==> config.mk <==
export PLATFORM = sky130hd
export DESIGN_NAME = crc_framed_serial_transmitter
export DESIGN_NICKNAME = d
export VERILOG_FILES = /design/src/hdl/crcfst_pkg.sv /design/src/hdl/crcfst_front.sv /design/src/hdl/crcfst_cmd_queue.sv /design/src/hdl/crcfst_serializer.sv /design/src/hdl/crc_framed_serial_transmitter.sv
export SDC_FILE = /design/constraint.sdc
export NUM_CORES = 1
export LEC_CHECK = 0
export BUFFER_PORTS_ARGS = -buffer_cell sky130_fd_sc_hd__buf_2
export CORE_ASPECT_RATIO = 0.7
export CORE_MARGIN = 5
export CORE_UTILIZATION = 40
export CTS_CLUSTER_DIAMETER = 30
export CTS_CLUSTER_SIZE = 20
export DETAILED_ROUTE_END_ITERATION = 10
export GPL_TIMING_DRIVEN = 0
export PLACE_DENSITY = 0.7
export SYNTH_ARGS = -nofsm -noshare
export SYNTH_HDL_FRONTEND = slang
export SYNTH_SLANG_ARGS = --single-unit
==> constraint.sdc <==
create_clock -name clk -period 3.2 [get_ports clk]
set_input_delay 0.16 -clock clk [delete_from_list [all_inputs] [get_ports clk]]
set_output_delay 0.16 -clock clk [all_outputs]
set_load 0.01 [all_outputs]
==> src/hdl/crcfst_pkg.sv <==
// shared types and constants for the crc framed serial transmitter
package crcfst_pkg;

	// frame length register
	localparam logic [7:0] FRAME_LEN_RESET = 8'd28;
	localparam logic [7:0] FRAME_LEN_MIN   = 8'd3;

	// wire constants
	localparam logic [7:0]  PREAMBLE_MARK = 8'h51;
	localparam logic [15:0] CRC_POLY      = 16'hA001;

	// command queue between front and serializer
	localparam int CMD_DEPTH = 2;
	localparam int CMD_PTR_W = (CMD_DEPTH > 1) ? $clog2(CMD_DEPTH) : 1;
	localparam int CMD_CNT_W = $clog2(CMD_DEPTH + 1);

	// one classified payload word and what goes around it on the wire
	typedef struct packed {
		logic        pre;    // preamble goes first
		logic        close;  // crc bytes follow, frame ends
		logic [7:0]  data;
		logic [7:0]  len;    // effective frame length for the preamble
		logic [15:0] crc;    // crc including this word
	} cmd_t;

	// wire byte being shifted out
	typedef enum logic [2:0] {
		STEP_LEN_A,
		STEP_MARK,
		STEP_LEN_B,
		STEP_DATA,
		STEP_CRC_LO,
		STEP_CRC_HI
	} step_t;

endpackage

==> src/hdl/crcfst_front.sv <==
// front end: frame tracking, crc update and word classification
module crcfst_front (
	input  logic             clk,
	input  logic             arst_n,
	input  logic             cfg_we,
	input  logic [7:0]       cfg_data,
	input  logic             accept,
	input  logic [7:0]       payload_byte,
	output crcfst_pkg::cmd_t cmd
);

	logic [7:0]  frame_len_q;
	logic        in_frame_q;
	logic [7:0]  count_q;
	logic [15:0] crc_q;

	logic [7:0]  eff_len;
	logic [7:0]  plen;
	logic [7:0]  cnt_base;
	logic [15:0] crc_base;
	logic [7:0]  new_cnt;
	logic [15:0] new_crc;
	logic        close;

	// reflected crc over one byte, one bit per step
	function automatic logic [15:0] crc_byte(input logic [15:0] crc, input logic [7:0] d);
		logic [15:0] c;
		c = crc ^ {8'd0, d};
		for (int i = 0; i < 8; i++) begin
			if (c[0]) begin
				c = (c >> 1) ^ crcfst_pkg::CRC_POLY;
			end else begin
				c = c >> 1;
			end
		end
		return c;
	endfunction

	// classify the incoming word
	always_comb begin
		eff_len  = (frame_len_q < crcfst_pkg::FRAME_LEN_MIN) ? crcfst_pkg::FRAME_LEN_MIN
		                                                     : frame_len_q;
		plen     = eff_len - 8'd2;
		cnt_base = in_frame_q ? count_q : 8'd0;
		crc_base = in_frame_q ? crc_q : 16'd0;
		new_cnt  = (cnt_base == 8'hFF) ? 8'hFF : cnt_base + 8'd1;
		new_crc  = crc_byte(crc_base, payload_byte);
		close    = (new_cnt >= plen);

		cmd.pre   = !in_frame_q;
		cmd.close = close;
		cmd.data  = payload_byte;
		cmd.len   = eff_len;
		cmd.crc   = new_crc;
	end

	// frame length register
	always_ff @(posedge clk or negedge arst_n) begin
		if (!arst_n) begin
			frame_len_q <= crcfst_pkg::FRAME_LEN_RESET;
		end else if (cfg_we) begin
			frame_len_q <= cfg_data;
		end
	end

	// frame state
	always_ff @(posedge clk or negedge arst_n) begin
		if (!arst_n) begin
			in_frame_q <= 1'b0;
			count_q    <= 8'd0;
			crc_q      <= 16'd0;
		end else if (accept) begin
			in_frame_q <= !close;
			count_q    <= close ? 8'd0 : new_cnt;
			crc_q      <= close ? 16'd0 : new_crc;
		end
	end

endmodule

==> src/hdl/crcfst_cmd_queue.sv <==
// short command queue between the front end and the serializer
module crcfst_cmd_queue (
	input  logic             clk,
	input  logic             arst_n,
	input  logic             wr_en,
	input  crcfst_pkg::cmd_t wr_data,
	input  logic             rd_en,
	output crcfst_pkg::cmd_t rd_data,
	output logic             full,
	output logic             empty
);

	localparam logic [crcfst_pkg::CMD_PTR_W-1:0] PTR_LAST =
		crcfst_pkg::CMD_PTR_W'(crcfst_pkg::CMD_DEPTH - 1);
	localparam logic [crcfst_pkg::CMD_CNT_W-1:0] CNT_FULL =
		crcfst_pkg::CMD_CNT_W'(crcfst_pkg::CMD_DEPTH);

	crcfst_pkg::cmd_t                 slot_q [crcfst_pkg::CMD_DEPTH];
	logic [crcfst_pkg::CMD_PTR_W-1:0] wr_ptr_q;
	logic [crcfst_pkg::CMD_PTR_W-1:0] rd_ptr_q;
	logic [crcfst_pkg::CMD_CNT_W-1:0] count_q;
	logic                             do_wr;
	logic                             do_rd;

	assign full    = (count_q == CNT_FULL);
	assign empty   = (count_q == '0);
	assign do_wr   = wr_en && !full;
	assign do_rd   = rd_en && !empty;
	assign rd_data = slot_q[rd_ptr_q];

	// storage
	always_ff @(posedge clk) begin
		if (do_wr) begin
			slot_q[wr_ptr_q] <= wr_data;
		end
	end

	// pointers and fill count
	always_ff @(posedge clk or negedge arst_n) begin
		if (!arst_n) begin
			wr_ptr_q <= '0;
			rd_ptr_q <= '0;
			count_q  <= '0;
		end else begin
			if (do_wr) begin
				wr_ptr_q <= (wr_ptr_q == PTR_LAST) ? '0 : wr_ptr_q + 1'b1;
			end
			if (do_rd) begin
				rd_ptr_q <= (rd_ptr_q == PTR_LAST) ? '0 : rd_ptr_q + 1'b1;
			end
			if (do_wr && !do_rd) begin
				count_q <= count_q + 1'b1;
			end else if (do_rd && !do_wr) begin
				count_q <= count_q - 1'b1;
			end
		end
	end

endmodule

==> src/hdl/crcfst_serializer.sv <==
// back end: turns commands into wire bits, one per cycle while pop is held, with an output register
module crcfst_serializer (
	input  logic             clk,
	input  logic             arst_n,
	input  crcfst_pkg::cmd_t q_data,
	input  logic             q_empty,
	output logic             q_pop,
	input  logic             pop,
	output logic             empty,
	output logic             data_pin,
	output logic             select_pulse,
	output logic             frame_end,
	output logic             run_last
);

	crcfst_pkg::cmd_t   cmd_q;
	logic               busy_q;
	crcfst_pkg::step_t  step_q;
	crcfst_pkg::step_t  step_next;
	logic [2:0]         bit_q;

	logic               out_valid_q;
	logic               data_pin_q;
	logic               select_q;
	logic               frame_end_q;
	logic               run_last_q;

	logic               advance;
	logic               last_step;
	logic               last_bit;
	logic [7:0]         byte_v;
	logic               bit_v;
	logic               load;

	assign advance = !out_valid_q || pop;
	assign last_bit = (bit_q == 3'd7) && last_step;
	assign load    = !busy_q || (advance && last_bit);
	assign q_pop   = load && !q_empty;

	// next wire byte
	always_comb begin
		unique case (step_q)
			crcfst_pkg::STEP_LEN_A:  step_next = crcfst_pkg::STEP_MARK;
			crcfst_pkg::STEP_MARK:   step_next = crcfst_pkg::STEP_LEN_B;
			crcfst_pkg::STEP_LEN_B:  step_next = crcfst_pkg::STEP_DATA;
			crcfst_pkg::STEP_DATA:   step_next = crcfst_pkg::STEP_CRC_LO;
			crcfst_pkg::STEP_CRC_LO: step_next = crcfst_pkg::STEP_CRC_HI;
			default:                 step_next = crcfst_pkg::STEP_CRC_HI;
		endcase
	end

	// byte contents and bit pick
	always_comb begin
		unique case (step_q)
			crcfst_pkg::STEP_LEN_A:  byte_v = cmd_q.len;
			crcfst_pkg::STEP_MARK:   byte_v = crcfst_pkg::PREAMBLE_MARK;
			crcfst_pkg::STEP_LEN_B:  byte_v = cmd_q.len;
			crcfst_pkg::STEP_DATA:   byte_v = cmd_q.data;
			crcfst_pkg::STEP_CRC_LO: byte_v = cmd_q.crc[7:0];
			default:                 byte_v = cmd_q.crc[15:8];
		endcase
		bit_v     = byte_v[3'd7 - bit_q];
		last_step = (step_q == crcfst_pkg::STEP_CRC_HI) ||
		            ((step_q == crcfst_pkg::STEP_DATA) && !cmd_q.close);
	end

	// command register and bit position
	always_ff @(posedge clk or negedge arst_n) begin
		if (!arst_n) begin
			busy_q <= 1'b0;
			step_q <= crcfst_pkg::STEP_DATA;
			bit_q  <= 3'd0;
		end else if (q_pop) begin
			busy_q <= 1'b1;
			step_q <= q_data.pre ? crcfst_pkg::STEP_LEN_A : crcfst_pkg::STEP_DATA;
			bit_q  <= 3'd0;
		end else if (busy_q && advance) begin
			if (last_bit) begin
				busy_q <= 1'b0;
			end else begin
				bit_q <= bit_q + 3'd1;
				if (bit_q == 3'd7) begin
					step_q <= step_next;
				end
			end
		end
	end

	always_ff @(posedge clk) begin
		if (q_pop) begin
			cmd_q <= q_data;
		end
	end

	// output register
	always_ff @(posedge clk or negedge arst_n) begin
		if (!arst_n) begin
			out_valid_q <= 1'b0;
		end else if (advance) begin
			out_valid_q <= busy_q;
		end
	end

	always_ff @(posedge clk) begin
		if (advance) begin
			data_pin_q  <= !bit_v;
			select_q    <= (bit_q == 3'd0);
			frame_end_q <= (step_q == crcfst_pkg::STEP_CRC_HI) && (bit_q == 3'd7);
			run_last_q  <= last_bit;
		end
	end

	assign empty        = !out_valid_q;
	assign data_pin     = data_pin_q;
	assign select_pulse = select_q;
	assign frame_end    = frame_end_q;
	assign run_last     = run_last_q;

	// frame end is always the last bit of its word
	a_end_is_last: assert property (@(posedge clk) disable iff (!arst_n)
		out_valid_q && frame_end_q |-> run_last_q)
		else $error("frame end without word end");

	// crc bytes only for a closing word
	a_crc_needs_close: assert property (@(posedge clk) disable iff (!arst_n)
		busy_q && (step_q == crcfst_pkg::STEP_CRC_LO || step_q == crcfst_pkg::STEP_CRC_HI)
		|-> cmd_q.close)
		else $error("crc byte sent for a word that does not close the frame");

	// preamble bytes only for a frame's first word
	a_pre_needs_flag: assert property (@(posedge clk) disable iff (!arst_n)
		busy_q && (step_q == crcfst_pkg::STEP_LEN_A || step_q == crcfst_pkg::STEP_MARK ||
		           step_q == crcfst_pkg::STEP_LEN_B)
		|-> cmd_q.pre)
		else $error("preamble byte sent for a word inside a frame");

	// a stalled output does not drop or change
	a_stall_holds: assert property (@(posedge clk) disable iff (!arst_n)
		out_valid_q && !pop |=> out_valid_q && $stable(run_last_q) && $stable(data_pin_q))
		else $error("stalled result changed");

endmodule

==> src/hdl/crc_framed_serial_transmitter.sv <==
// top level of the crc framed serial transmitter
// Each accepted payload word leaves as serial wire bits, one result per clock while pop
// is held: 8 results for a word inside a frame, 32 for the first word of a frame (three
// preamble bytes ahead of it), 24 for the word that closes the frame (crc low then high
// byte after it), and 48 when one word is the whole payload. The serializer, shifting one
// bit a cycle while pop is held, sets the rate at which words are taken inside a frame. A
// two-word command queue lets the front end take words ahead of the serializer; when the
// serializer has run dry, a taken word passes through the command queue, the serializer's
// command register and the output register before its first bit reaches the result ports.
// frame_length is written through cfg_we/cfg_data while the block is idle;
// values below 3 act as 3.
module crc_framed_serial_transmitter (
	input  logic       clk,
	input  logic       arst_n,
	input  logic       cfg_we,
	input  logic [7:0] cfg_data,
	input  logic       push,
	output logic       full,
	input  logic [7:0] payload_byte,
	output logic       empty,
	input  logic       pop,
	output logic       data_pin,
	output logic       select_pulse,
	output logic       frame_end,
	output logic       run_last
);

	crcfst_pkg::cmd_t front_cmd;
	crcfst_pkg::cmd_t head_cmd;
	logic             accept;
	logic             q_pop;
	logic             q_empty;

	assign accept = push && !full;

	// front end
	crcfst_front u_front (
		.clk          (clk),
		.arst_n       (arst_n),
		.cfg_we       (cfg_we),
		.cfg_data     (cfg_data),
		.accept       (accept),
		.payload_byte (payload_byte),
		.cmd          (front_cmd)
	);

	// command queue
	crcfst_cmd_queue u_queue (
		.clk     (clk),
		.arst_n  (arst_n),
		.wr_en   (accept),
		.wr_data (front_cmd),
		.rd_en   (q_pop),
		.rd_data (head_cmd),
		.full    (full),
		.empty   (q_empty)
	);

	// serializer
	crcfst_serializer u_ser (
		.clk          (clk),
		.arst_n       (arst_n),
		.q_data       (head_cmd),
		.q_empty      (q_empty),
		.q_pop        (q_pop),
		.pop          (pop),
		.empty        (empty),
		.data_pin     (data_pin),
		.select_pulse (select_pulse),
		.frame_end    (frame_end),
		.run_last     (run_last)
	);

endmodule

### Word level (Yosys, flattened, before mapping)

Memory sizes are Yosys's and may differ from the RTL's.
Index checks and enable logic that the tools add are counted.

| word-level totals | value |
|---|---|
| memory bits (read-only) | 0 |
| register bits after elaboration | 82 |
| memories | 1 |
| output and inout port bits | 6 |
| memory bits (writable) | 68 |
| word-level logic and storage cells | 119 |
| latch bits | 0 |

Memories:

| name | depth | width | rd ports | clocked after Yosys merged registers in | wr ports | line | source |
|---|---|---|---|---|---|---|---|
| u_queue.slot_q | 2 | 34 | 1 | 0 | 1 | crcfst_cmd_queue.sv:18 | `crcfst_pkg::cmd_t slot_q [crcfst_pkg::CMD_DEPTH];` |

| operators by class | value |
|---|---|
| bitwise gates (word level) | 9 |
| div/mod/pow operators | 0 |
| mux-type cells | 35 |
| $lt $le $gt $ge | 3 |
| shift-type cells | 0 |
| reductions and logical operators | 35 |
| equality and inequality tests | 9 |
| add/sub/neg operators | 8 |
| multiply operators | 0 |

Operators by type and width:

| operator | count |
|---|---|
| 16-bit two-way mux | 10 |
| 8-bit two-way mux | 4 |
| 8-bit case mux with 4 select lines | 1 |
| 2-bit NOT with 3-bit output | 8 |
| 3-bit two-way mux | 7 |
| 16-bit by 8-bit bitwise XOR with 16-bit output | 1 |
| 3-bit case mux with 4 select lines | 1 |
| 1-bit logical AND | 11 |
| 1-bit logical NOT | 10 |
| 3-bit equality test, second input constant | 3 |
| 8-bit by 1-bit adder with 8-bit output, second input constant | 1 |
| 8-bit equality test, second input constant | 1 |
| 8-bit greater-or-equal comparator | 1 |
| 8-bit by 2-bit < comparator with 1-bit output, second input constant | 1 |
| 1-bit two-way mux | 8 |
| 2-bit nonzero test | 4 |
| 8-bit by 2-bit subtractor with 8-bit output, second input constant | 1 |
| 3-bit by 2-bit equality test with 1-bit output, second input constant | 2 |
| 3-bit logical NOT | 2 |
| 2-bit two-way mux | 3 |
| 3-bit by 4-bit < comparator with 1-bit output, second input constant | 1 |
| 2-bit AND reduction | 2 |
| 3-bit by 1-bit adder with 3-bit output, second input constant | 1 |
| 1-bit binary-select mux with 3-bit select | 1 |
| other kinds (11) | 14 |

### Longest topological paths before layout

Gate-level depths: netlist of run 1.

| logic depth | value |
|---|---|
| word-level depth | 19 |
| depth in mapped cells | 19 |
| depth with buffers taken out | 17 |

### Modules after synthesis

Synthesis of run 1 repeated with hierarchy kept, for this count alone.

| unflattened totals | value |
|---|---|
| cells, all modules | 513 |
| area, all modules | 7030.5 um2 |

Modules (own cells, without submodules):

| module | area each (um2) | sequential area each (um2) | instances | cells each |
|---|---|---|---|---|
| crcfst_cmd_queue | 2801.4 | 2142.1 | 1 | 125 |
| crcfst_front | 2267.2 | 829.5 | 1 | 248 |
| crcfst_serializer | 1948.1 | 1313.8 | 1 | 139 |
| crc_framed_serial_transmitter | 13.8 | 0.0 | 1 | 1 |

### Worst setup path before layout of run 1

OpenSTA, ideal clock, no wires.

| timing | value |
|---|---|
| path type | register -> register |
| from | reg u_front.frame_len_q[3] |
| to | reg u_front.count_q[3] |
| cell stages (with the launch flop) | 19 |
| slack | -0.244 ns |
| data arrival time | 3.307 ns |
| setup time | 0.137 ns |
| path through | dfstp_2 or3_1 or2_1 or3_1 nand2b_1 inv_1 ha_1 inv_1 or3_1 xor2_1 ha_1 o21a_1 o21ai_1 nand2b_1 a21oi_1 a31oi_1 clkbuf_1 clkbuf_1 o21ai_0 |

RTL lines:

| what | line | source |
|---|---|---|
| start: declaration | crcfst_front.sv:12 | `logic [7:0] frame_len_q;` |
| start signal: assignment | crcfst_front.sv:60 | `frame_len_q <= crcfst_pkg::FRAME_LEN_RESET;` |
| start signal: assignment | crcfst_front.sv:62 | `frame_len_q <= cfg_data;` |
| end signal: assignment | crcfst_front.sv:74 | `count_q <= close ? 8'd0 : new_cnt;` |
| end: declaration | crcfst_front.sv:14 | `logic [7:0] count_q;` |

==> flow_summary_export.csv, run 1 <==
group,metric,value,unit
run_status,status,"finished with violations",
run_status,violations,"negative setup slack",
routing,drt_iter0_drc,234,
routing,num_vias,4119,
placement,dp_hpwl,9420,um
finish,fin_util,0.496,
pwr,power_leakage,0.00305,uW
finish,insertedDiodeCount,0,
placement,place_congestion,0.847,
pwr,total_power,7750,uW
synth,synth.largest_area_cell,"edfxtp_1",
floorplanning,start_util,0.408,
synth,synth_nets,536,
timing,fin_crit_sh,1.05,
timing,fin_ws,-0.175,ns
grt,antenna_found_initial,0,
critical_path,crit_required,3.52,ns
grt,grt_pass1_vias,4228,
floorplanning,rows,39,
finish,final_area,8120,um2
synth,syn_area,6670,um2
floorplanning,dieWidth,164,um
synth,synthTopCellsByCount,"edfxtp_1, nand2_1, mux2_2",
grt,grt_first_pass_wirelength,22300,um
routing,drt_pass1_iterations,5,
floorplanning,ios,27,
critical_path,start_kind,"flop",
synth,synthTopCellsByArea,"edfxtp_1, dfrtp_1, mux2_2",
finish,multi_input_area,2360,um2
synth,avgSynthCellArea,13.3,um2
cts,cts_tree,"built",
finish,fin_nets,609,
synth,synthFlopType,"edfxtp_1",
synth,synth_edf_count,105,
critical_path,cp_max_fo,5,
pwr,ir_worst_vdd,0.465,mV
routing,drt_wl_total,14200,um
critical_path,crit_path_max_incr_delay,0.38,ns
critical_path,cp_top_family,"simple AND/OR/NAND/NOR gates",
timing,fmax,296,MHz
placement,place_area,7130,um2
placement,portBuffers,25,
critical_path,crit_type,"flop to flop",
timing,worstMarginPinSlew,1.12,ns
critical_path,cp_slowest_cell,"or3_4",
finish,drive_gt1_frac,0.279,
timing,rsz0062_at_grt,"yes",
grt,track_usage,0.149,
synth,yosysMostFrequentCell,"edfxtp_1",
cts,cts_buffer_depth,2,
cts,cts_buffers,17,
cts,htree_levels,4,
synth,synth_top_area_frac,0.472,
floorplanning,fp.dieH,118,um
routing,ant_nets,0,
cts,clock_latency,0.42,ns
routing,via_per_inst,5.07,
critical_path,critical_path_buf_inv_count,4,
critical_path,endpoint_kind,"flop",
synth,yosys.cell_types.count,53,
cts,cts.reportedPaths.clkPinSlew,0.06,ns
worst_hold_path,hp-class,"input pin to flop",
timing,finalSetupTns,-3.31,ns
timing,final_hold_viol_count,0,
synth,ys_seq_area_frac,0.642,
timing,setup_viol,27,
pwr,power_density,955,nW/um2
routing,route.detailed.drc,0,
timing,fin_skew,0.0101,ns
synth,yosys_warnings,0,
finish,areaGrowthSynthToFinish,21.6,%
job,drv_cap,0,
finish,nFillCells,1374,
timing,slew_violations,0,
critical_path,crit_arrival,3.70,ns
cts,cts_root_buffer,"clkbuf_16",
synth,ys_ff_latch,150,
critical_path,worstPathCellList,"or3_4 -> or2_1 -> or3_4 -> nand2b_4 -> inv_2 -> ha_4 -> inv_2 -> or3_1 -> xor2_1 -> ha_1 -> o21a_1 -> o21ai_1 -> nand2b_1 -> a21oi_2 -> a31oi_4 -> buf_8 -> buf_4 -> o31ai_4",
synth,postSynthCellCount,501,
timing,holdWs,0.0149,ns
timing,final.min_clock_period,3.37,ns
synth,synthArstFlopShare,0.300,
grt,grt_max_degree,46,
timing,relSlewSlack,0.256,
cts,clock-sinks,150,
grt,grt_overflow,0,
finish,ff_latch_area,4290,um2
floorplanning,die_area,19400,um2
floorplanning,coreArea,16300,um2
routing,wl_per_cell,17.4,um
## worst reg2reg max path, delay by kind of cell, from the launching register on
family,cells,cell delay [ns]
compound gates,5,0.64
xor+xnor,1,0.18
fa+ha+maj,2,0.43
buf+inv,4,0.41
flops,1,0.37
simple gates,6,1.24
## layout by cell type, fill, tap and decap left out, types with 4 or more instances in the layout
cell and n:
edfxtp_1 105, nand2_1 60, mux2_2 42, dfrtp_1 39, buf_2 29, xnor2_1 26
nor2_1 20, clkbuf_16 19, clkbuf_1 18, a21oi_1 15, buf_4 14, o21ai_0 13
dlygate4sd3_1 13, inv_1 12, ha_1 12, xor2_1 11, and2_1 9, nand2b_1 8
o21ai_1 8, nand3_1 7, o21ai_2 6, mux2i_1 6, a22o_1 5, clkinvlp_4 5
dfstp_2 5, clkinv_2 4, inv_2 4, o22ai_1 4
## layout make-up
class	count	area share
Clock inverter	11	0.0123
Buffer	26	0.0193
Inverter	17	0.00802
Multi-Input combinational cell	308	0.291
Sequential cell	150	0.528
Clock buffer	21	0.0569
Tap cell	225	0.0347
Timing Repair Buffer	54	0.0495
## kinds of logic (layout without fill, tap and decap cells)
family | after synthesis | after routing | synth area share
flops | 150 | 150 | 0.642
xor+xnor | 42 | 42 | 0.0636
buf+inv | 43 | 129 | 0.0257
fa+ha+maj | 14 | 14 | 0.0262
compound gates | 75 | 75 | 0.0703
mux | 51 | 51 | 0.0866
simple gates | 126 | 126 | 0.0855
## final timing paths
check                                                        start                               to  slack [ns]  cells after the start
max in group asynchronous                                   arst_n   u_front.in_frame_q$_DFFE_PN0P_        1.93                      2
worst max register to register  u_front.frame_len_q[3]$_DFFE_PN1P_    u_front.crc_q[13]$_DFFE_PN0P_       -0.17                     18
min in group asynchronous                                   arst_n   u_queue.count_q[1]$_DFFE_PN0P_        0.48                      2
worst max-delay path            u_front.frame_len_q[3]$_DFFE_PN1P_    u_front.crc_q[13]$_DFFE_PN0P_       -0.17                     18
worst min register to register        u_front.crc_q[7]$_DFFE_PN0P_     u_front.crc_q[7]$_DFFE_PN0P_        0.52                      2
worst min-delay path                               payload_byte[5]  u_queue.slot_q[1][29]$_DFFE_PP_        0.01                      1
## state kept, by name, indices dropped and copies added (netlist names), 2 cells and up
name                 cells
u_ser.cmd_q             33
u_ser.bit_q              3
u_front.crc_q           16
u_front.count_q          8
u_queue.count_q          2
u_front.frame_len_q      8
u_queue.slot_q          68
u_ser.step_q             3
## what timing repair did
action / 4_1_cts / 5_1_grt
endpoints found under the setup margin: 27 / 27
hold buffers: 12 / 1
resized for setup: 27 / 13
hold endpoints to repair: 54 / 2
buffers inserted: 8 / 5
pin swaps: 13 / 8
gates cloned: 2 / 0
## where the power goes
group	switching, uW	internal [uW]
sequential	271	2870
combinational	1540	1160
clock	788	1110
## metal layers
layer / vias to the layer above / global-route usage / share of wire
met5: - / 0 / 0
met4: 0 / 0.0421 / 0.012
met3: 16 / 0.0357 / 0.056
met2: 138 / 0.225 / 0.46
met1: 2029 / 0.214 / 0.48
li1: 1936 / - / -
## metrics by stage
step | std cells | setup slack, ns
finish | 812 | -0.175
global route | 812 | -0.319
CTS | 806 | -0.228
detailed placement | 752 | -0.828
global placement | 751 | -0.893
floorplan | 501 | -0.0942
Power figures use the tool's default switching activity.
==> inputs of run 2 (changes only) <==
Settings changed: CELL_PAD_IN_SITES_DETAIL_PLACEMENT from default to 1, CELL_PAD_IN_SITES_GLOBAL_PLACEMENT from default to 1, CORE_ASPECT_RATIO 0.7 to 1.2, PLACE_DENSITY 0.7 to 0.79.
==> flow_summary_export.csv, run 2 (synthesis gave the netlist of run 1 again) <==
group,metric,value,unit
cts,htree_levels,4,
critical_path,ff2ff_path_depth,17,
grt,track_usage,0.178,
routing,route.detailed.drc,0,
worst_hold_path,hp-class,"input pin to flop",
critical_path,crit_path_max_incr_delay,0.40,ns
timing,slew_violations,0,
grt,met3_usage,0.0396,
cts,cts_buffer_depth,2,
critical_path,endpoint_kind,"flop",
timing,fin_skew,0.00696,ns
run_status,status,"finished with violations",
finish,largest_reg_flops,68,
cts,clock_latency,0.42,ns
floorplanning,dieWidth,128,um
finish,fin_util,0.502,
critical_path,cp_max_fo,6,
grt,gr-usage-met2,0.326,
pwr,total_power,8130,uW
grt,antenna_found_initial,0,
timing,fin_ws,-0.269,ns
floorplanning,rows,51,
routing,via_per_inst,5.28,
critical_path,crit_type,"flop to flop",
routing,drt_wl_total,16900,um
job,drv_cap,0,
finish,layout_commonest_cell,"edfxtp_1",
worst_hold_path,hold_path_depth,1,
routing,drt_iter0_drc,282,
grt,grt_pass1_vias,4708,
critical_path,crit_required,3.37,ns
critical_path,start_kind,"flop",
finish,fin_nets,609,
grt,grt_first_pass_wirelength,25800,um
timing,relSlewSlack,0.248,
floorplanning,ios,27,
timing,rsz0062_at_grt,"yes",
pwr,ir_worst_vdd,0.534,mV
grt,top_usage_layer,"met2",
pwr,power_density,992,nW/um2
finish,final_cell_mix,"edfxtp_1, nand2_1, mux2_2",
floorplanning,fp.dieH,152,um
finish,areaGrowthSynthToFinish,22.9,%
placement,place_congestion,0.859,
finish,regMostFlops,"u_queue.slot_q",
finish,top_regs,"u_queue.slot_q (68), u_ser.cmd_q (33), u_front.crc_q (16)",
floorplanning,die_area,19400,um2
cts,cts_tree,"built",
grt,grt_overflow,0,
routing,wl_per_cell,21.1,um
timing,worstMarginPinSlew,1.13,ns
finish,insertedDiodeCount,0,
floorplanning,start_util,0.409,
pwr,power_leakage,0.00309,uW
critical_path,cp_slowest_cell,"dfrtp_1",
routing,drt_pass1_iterations,4,
grt,grtUsageMet1,0.201,
cts,cts.reportedPaths.clkPinSlew,0.07,ns
cts,cts_root_buffer,"clkbuf_16",
grt,grt_max_degree,46,
timing,fmax,288,MHz
cts,cts_buffers,17,
critical_path,crit_arrival,3.64,ns
critical_path,worstPathCellList,"or3_1 -> or2_1 -> or3_4 -> nand2b_4 -> inv_2 -> ha_4 -> inv_2 -> or3_1 -> xor2_1 -> ha_1 -> o21a_1 -> o21ai_2 -> nand2b_1 -> a21oi_2 -> a31oi_4 -> buf_8 -> clkbuf_16",
placement,portBuffers,25,
cts,clock-sinks,150,
critical_path,critical_path_buf_inv_count,4,
timing,fin_crit_sh,1.08,
routing,ant_nets,0,
placement,dp_hpwl,10500,um
critical_path,cp_top_family,"simple AND/OR/NAND/NOR gates",
finish,drive_gt1_frac,0.293,
critical_path,path_depth,17,
timing,final.min_clock_period,3.47,ns
timing,final_hold_viol_count,0,
run_status,violations,"negative setup slack",
timing,setup_viol,27,
floorplanning,coreArea,16300,um2
routing,num_vias,4215,
==> run 2: cell types whose count changed in the layout (fill, tap and decap cells not counted), sizes merged <==
cell / before / now
buf: 48 / 49
clkinvlp: 5 / 2
inv: 17 / 23
clkbuf: 40 / 35
clkinv: 5 / 4
bufinv: 1 / 3
==> run 2: per-layer routing <==
metal  share of wire  wire [um]
met1            0.39       6620
met3           0.030        503
met4           0.029        489
met2            0.55       9260
met5               0          0
==> run 2: per-stage QoR <==
stage | hold slack, ns | instances | setup slack [ns] | cell area, um2 | setup TNS (ns)
floorplan | -0.136 | 501 | -0.0942 | 6690 | -0.203
CTS | 0.00507 | 794 | -0.313 | 8050 | -6.98
global placement | 0.373 | 738 | -0.817 | 7080 | -38.66
global route | 0.00669 | 799 | -0.397 | 8200 | -8.60
detailed placement | 0.394 | 738 | -0.961 | 7090 | -23.12
finish | 0.0374 | 799 | -0.269 | 8200 | -5.29
==> run 2: timing repair <==
action	in CTS	in global routing
gates resized for setup	28	30
gates cloned	2	0
buffers inserted	10	4
hold endpoints to repair	54	2
hold buffers	12	1
pin swaps	11	13
setup endpoints to repair	27	27
==> run 2: path summary, 6_finish.rpt <==
check / from / to / slack (ns)
setup reg to reg: u_front.frame_len_q[5]$_DFFE_PN0P_ / u_queue.slot_q[1][32]$_DFFE_PP_ / -0.27
hold / removal: payload_byte[0] / u_queue.slot_q[1][24]$_DFFE_PP_ / 0.04
min in group asynchronous: arst_n / u_front.frame_len_q[7]$_DFFE_PN0P_ / 0.48
hold reg to reg: u_front.crc_q[3]$_DFFE_PN0P_ / u_front.crc_q[3]$_DFFE_PN0P_ / 0.51
max in group asynchronous: arst_n / u_ser.bit_q[2]$_DFFE_PN0P_ / 2.00
setup / recovery: u_front.frame_len_q[5]$_DFFE_PN0P_ / u_queue.slot_q[1][32]$_DFFE_PP_ / -0.27
==> run 2: cell type report <==
cell class | instances | area, um2
clock inverter | 15 | 191
timing repair buffer | 54 | 385
multi-input combinational | 308 | 2420
sequential | 150 | 4290
fill | 1666 | 8140
clock buffer | 17 | 425
buffer | 26 | 156
inverter | 17 | 65.1
tap | 212 | 265
==> run 2: power by group <==
group	switching (uW)	internal [uW]
logic	1700	1170
clock network	845	1250
registers	295	2880
==> run 2: worst reg2reg max path: stages (launching register included) <==
cell	delay, ns
dfrtp_1	0.40
or3_1	0.36
or2_1	0.25
or3_4	0.36
nand2b_4	0.09
inv_2	0.04
ha_4	0.15
inv_2	0.05
or3_1	0.11
xor2_1	0.16
ha_1	0.26
o21a_1	0.13
o21ai_2	0.13
nand2b_1	0.08
a21oi_2	0.22
a31oi_4	0.08
buf_8	0.18
clkbuf_16	0.16
==> inputs of run 3 (changes only) <==
Settings changed: GPL_TIMING_DRIVEN 0 to default.
==> flow_summary_export.csv, run 3 (synthesis gave the netlist of run 1 again) <==
group,metric,value,unit
run_status,status,"finished with violations",
run_status,violations,"negative setup slack",
floorplanning,ios,27,
critical_path,crit_arrival,3.83,ns
grt,track_usage,0.171,
timing,fin_crit_sh,1.10,
floorplanning,dieWidth,128,um
finish,final_area,8080,um2
finish,top_regs,"u_queue.slot_q (68), u_ser.cmd_q (33), u_front.crc_q (16)",
routing,ant_nets,0,
grt,grt_pass1_vias,4656,
finish,areaGrowthSynthToFinish,21.0,%
critical_path,worstSetupStartpoint,"u_front.frame_len_q[5]$_DFFE_PN0P_",
timing,setup_viol,27,
timing,fin_skew,0.0117,ns
floorplanning,start_util,0.409,
cts,cts_root_buffer,"clkbuf_16",
critical_path,reg2reg_setup_slack,-0.31,ns
floorplanning,rows,51,
critical_path,worstReg2RegEnd,"u_front.crc_q[9]$_DFFE_PN0P_",
timing,fin_ws,-0.307,ns
timing,relSlewSlack,0.270,
placement,post-place-ws,-0.460,ns
critical_path,start_kind,"flop",
pwr,power_density,982,nW/um2
worst_hold_path,hp-class,"input pin to flop",
placement,place_congestion,0.843,
critical_path,ff2ff_path_depth,17,
pwr,p_comb_frac,0.329,
placement,portBuffers,26,
grt,grt_first_pass_wirelength,24700,um
worst_hold_path,min_from,"payload_byte[6]",
timing,final_hold_viol_count,0,
critical_path,reg2reg_from,"u_front.frame_len_q[5]$_DFFE_PN0P_",
timing,fmax,285,MHz
timing,slew_violations,0,
critical_path,crit_required,3.53,ns
routing,drt_pass1_iterations,4,
worst_hold_path,holdPathEnd,"u_queue.slot_q[1][30]$_DFFE_PP_",
floorplanning,fp.dieH,152,um
cts,clock-sinks,150,
routing,num_vias,4152,
critical_path,worstPathCellList,"or3_4 -> or2_1 -> or3_4 -> nand2b_4 -> inv_2 -> ha_4 -> inv_2 -> or3_4 -> xor2_2 -> ha_1 -> o21a_1 -> o21ai_1 -> nand2b_1 -> a21oi_2 -> a31oi_4 -> buf_6 -> o31ai_4",
critical_path,cp_common_cell,"or3_4",
placement,place_area,7110,um2
timing,rsz0062_at_grt,"yes",
grt,antenna_found_initial,0,
routing,via_per_inst,5.30,
cts,clock_latency,0.43,ns
worst_hold_path,hold_path_depth,1,
finish,drive_gt1_frac,0.295,
timing,worstMarginPinSlew,1.10,ns
finish,insertedDiodeCount,0,
pwr,switching_share,0.340,
timing,final.min_clock_period,3.51,ns
pwr,power_leakage,0.00308,uW
pwr,seq_power_share,0.410,
critical_path,cp_slowest_cell,"dfrtp_1",
routing,drt_wl_total,15800,um
finish,layout_commonest_cell,"edfxtp_1",
pwr,clock_power_share,0.261,
cts,cts_buffer_depth,2,
critical_path,crit_path_max_incr_delay,0.38,ns
finish,largest_reg_flops,68,
cts,cts.reportedPaths.clkPinSlew,0.06,ns
pwr,ir_worst_vdd,0.526,mV
routing,route.detailed.drc,0,
critical_path,endpoint_kind,"flop",
routing,drt_iter0_drc,222,
finish,final_cell_mix,"edfxtp_1, nand2_1, mux2_2",
cts,cts_buffers,17,
finish,fin_nets,594,
job,drv_cap,0,
cts,cts_tree,"built",
placement,dp_hpwl,10200,um
floorplanning,coreArea,16300,um2
grt,grt_max_degree,46,
critical_path,crit_type,"flop to flop",
critical_path,cp_max_fo,8,
pwr,internal_power,5230,uW
routing,wl_per_cell,20.1,um
grt,grt_overflow,0,
pwr,switchingPower,2700,uW
finish,regMostFlops,"u_queue.slot_q",
pwr,total_power,7930,uW
cts,htree_levels,4,
floorplanning,die_area,19400,um2
-- run 3: worst max-delay path by stage --
stage,to,depth (start not counted),slack (ns)
floorplan,u_front.count_q[2]$_DFFE_PN0P_,18,-0.09
global placement,u_front.crc_q[15]$_DFFE_PN0P_,17,-0.24
detailed placement,u_front.crc_q[15]$_DFFE_PN0P_,17,-0.46
CTS,u_front.crc_q[0]$_DFFE_PN0P_,17,-0.12
global route,u_front.crc_q[9]$_DFFE_PN0P_,17,-0.46
finish,u_front.crc_q[9]$_DFFE_PN0P_,17,-0.31
-- run 3: through the flow --
step | hold slack, ns | util | instances | setup TNS, ns
final | 0.0458 | 0.494 | 784 | -6.48
after global routing | 0.0224 | 0.494 | 784 | -11.07
after CTS | 0.0179 | 0.490 | 780 | -1.38
after detailed placement | 0.382 | 0.435 | 732 | -10.88
after global placement | 0.375 | 0.435 | 732 | -5.59
after floorplan | -0.136 | - | 501 | -0.203
-- run 3: layout make-up --
cell class              count  area [um2]
flip-flops and latches    150        4290
inverters                  17        65.1
clock buffers              17         425
clock inverters            15         191
repair buffers             65         465
well taps                 212         265
multi-input cells         308        2380
fillers                  1678        8260
-- run 3: what timing repair did --
| item | CTS | global route |
|---|---|---|
| gates resized for setup | 32 | 7 |
| buffers inserted | 2 | 4 |
| hold endpoints to repair | 58 | 0 |
| pin swaps | 19 | 5 |
| setup endpoints to repair | 27 | 27 |
| hold buffers | 14 | 0 |
-- run 3: worst max-delay path, delay by kind of cell (launching register included) --
family | cells | cell delay [ns]
simple gates | 6 | 1.36
compound gates | 5 | 0.79
fa+ha+maj | 2 | 0.43
flops | 1 | 0.38
buf+inv | 3 | 0.29
xor+xnor | 1 | 0.14
-- run 3: power by group through the flow --
stage	Clock [uW]	Sequential [uW]	Combinational, uW
5_1_grt	2210	3300	2850
6_report	2070	3250	2610
3_3_place_gp	0	3220	2210
3_5_place_dp	0	3270	2370
2_1_floorplan	0	3100	1810
4_1_cts	2120	3250	2560
-- run 3: routing by layer --
| metal | global-route usage | vias to the layer above | share of wire | wire length, um |
|---|---|---|---|---|
| met5 | 0 | - | 0 | 0 |
| met4 | 0.0860 | 0 | 0.044 | 701 |
| met3 | 0.0417 | 52 | 0.029 | 456 |
| met2 | 0.315 | 106 | 0.55 | 8740 |
| met1 | 0.181 | 2089 | 0.37 | 5860 |
| li1 | - | 1905 | - | - |
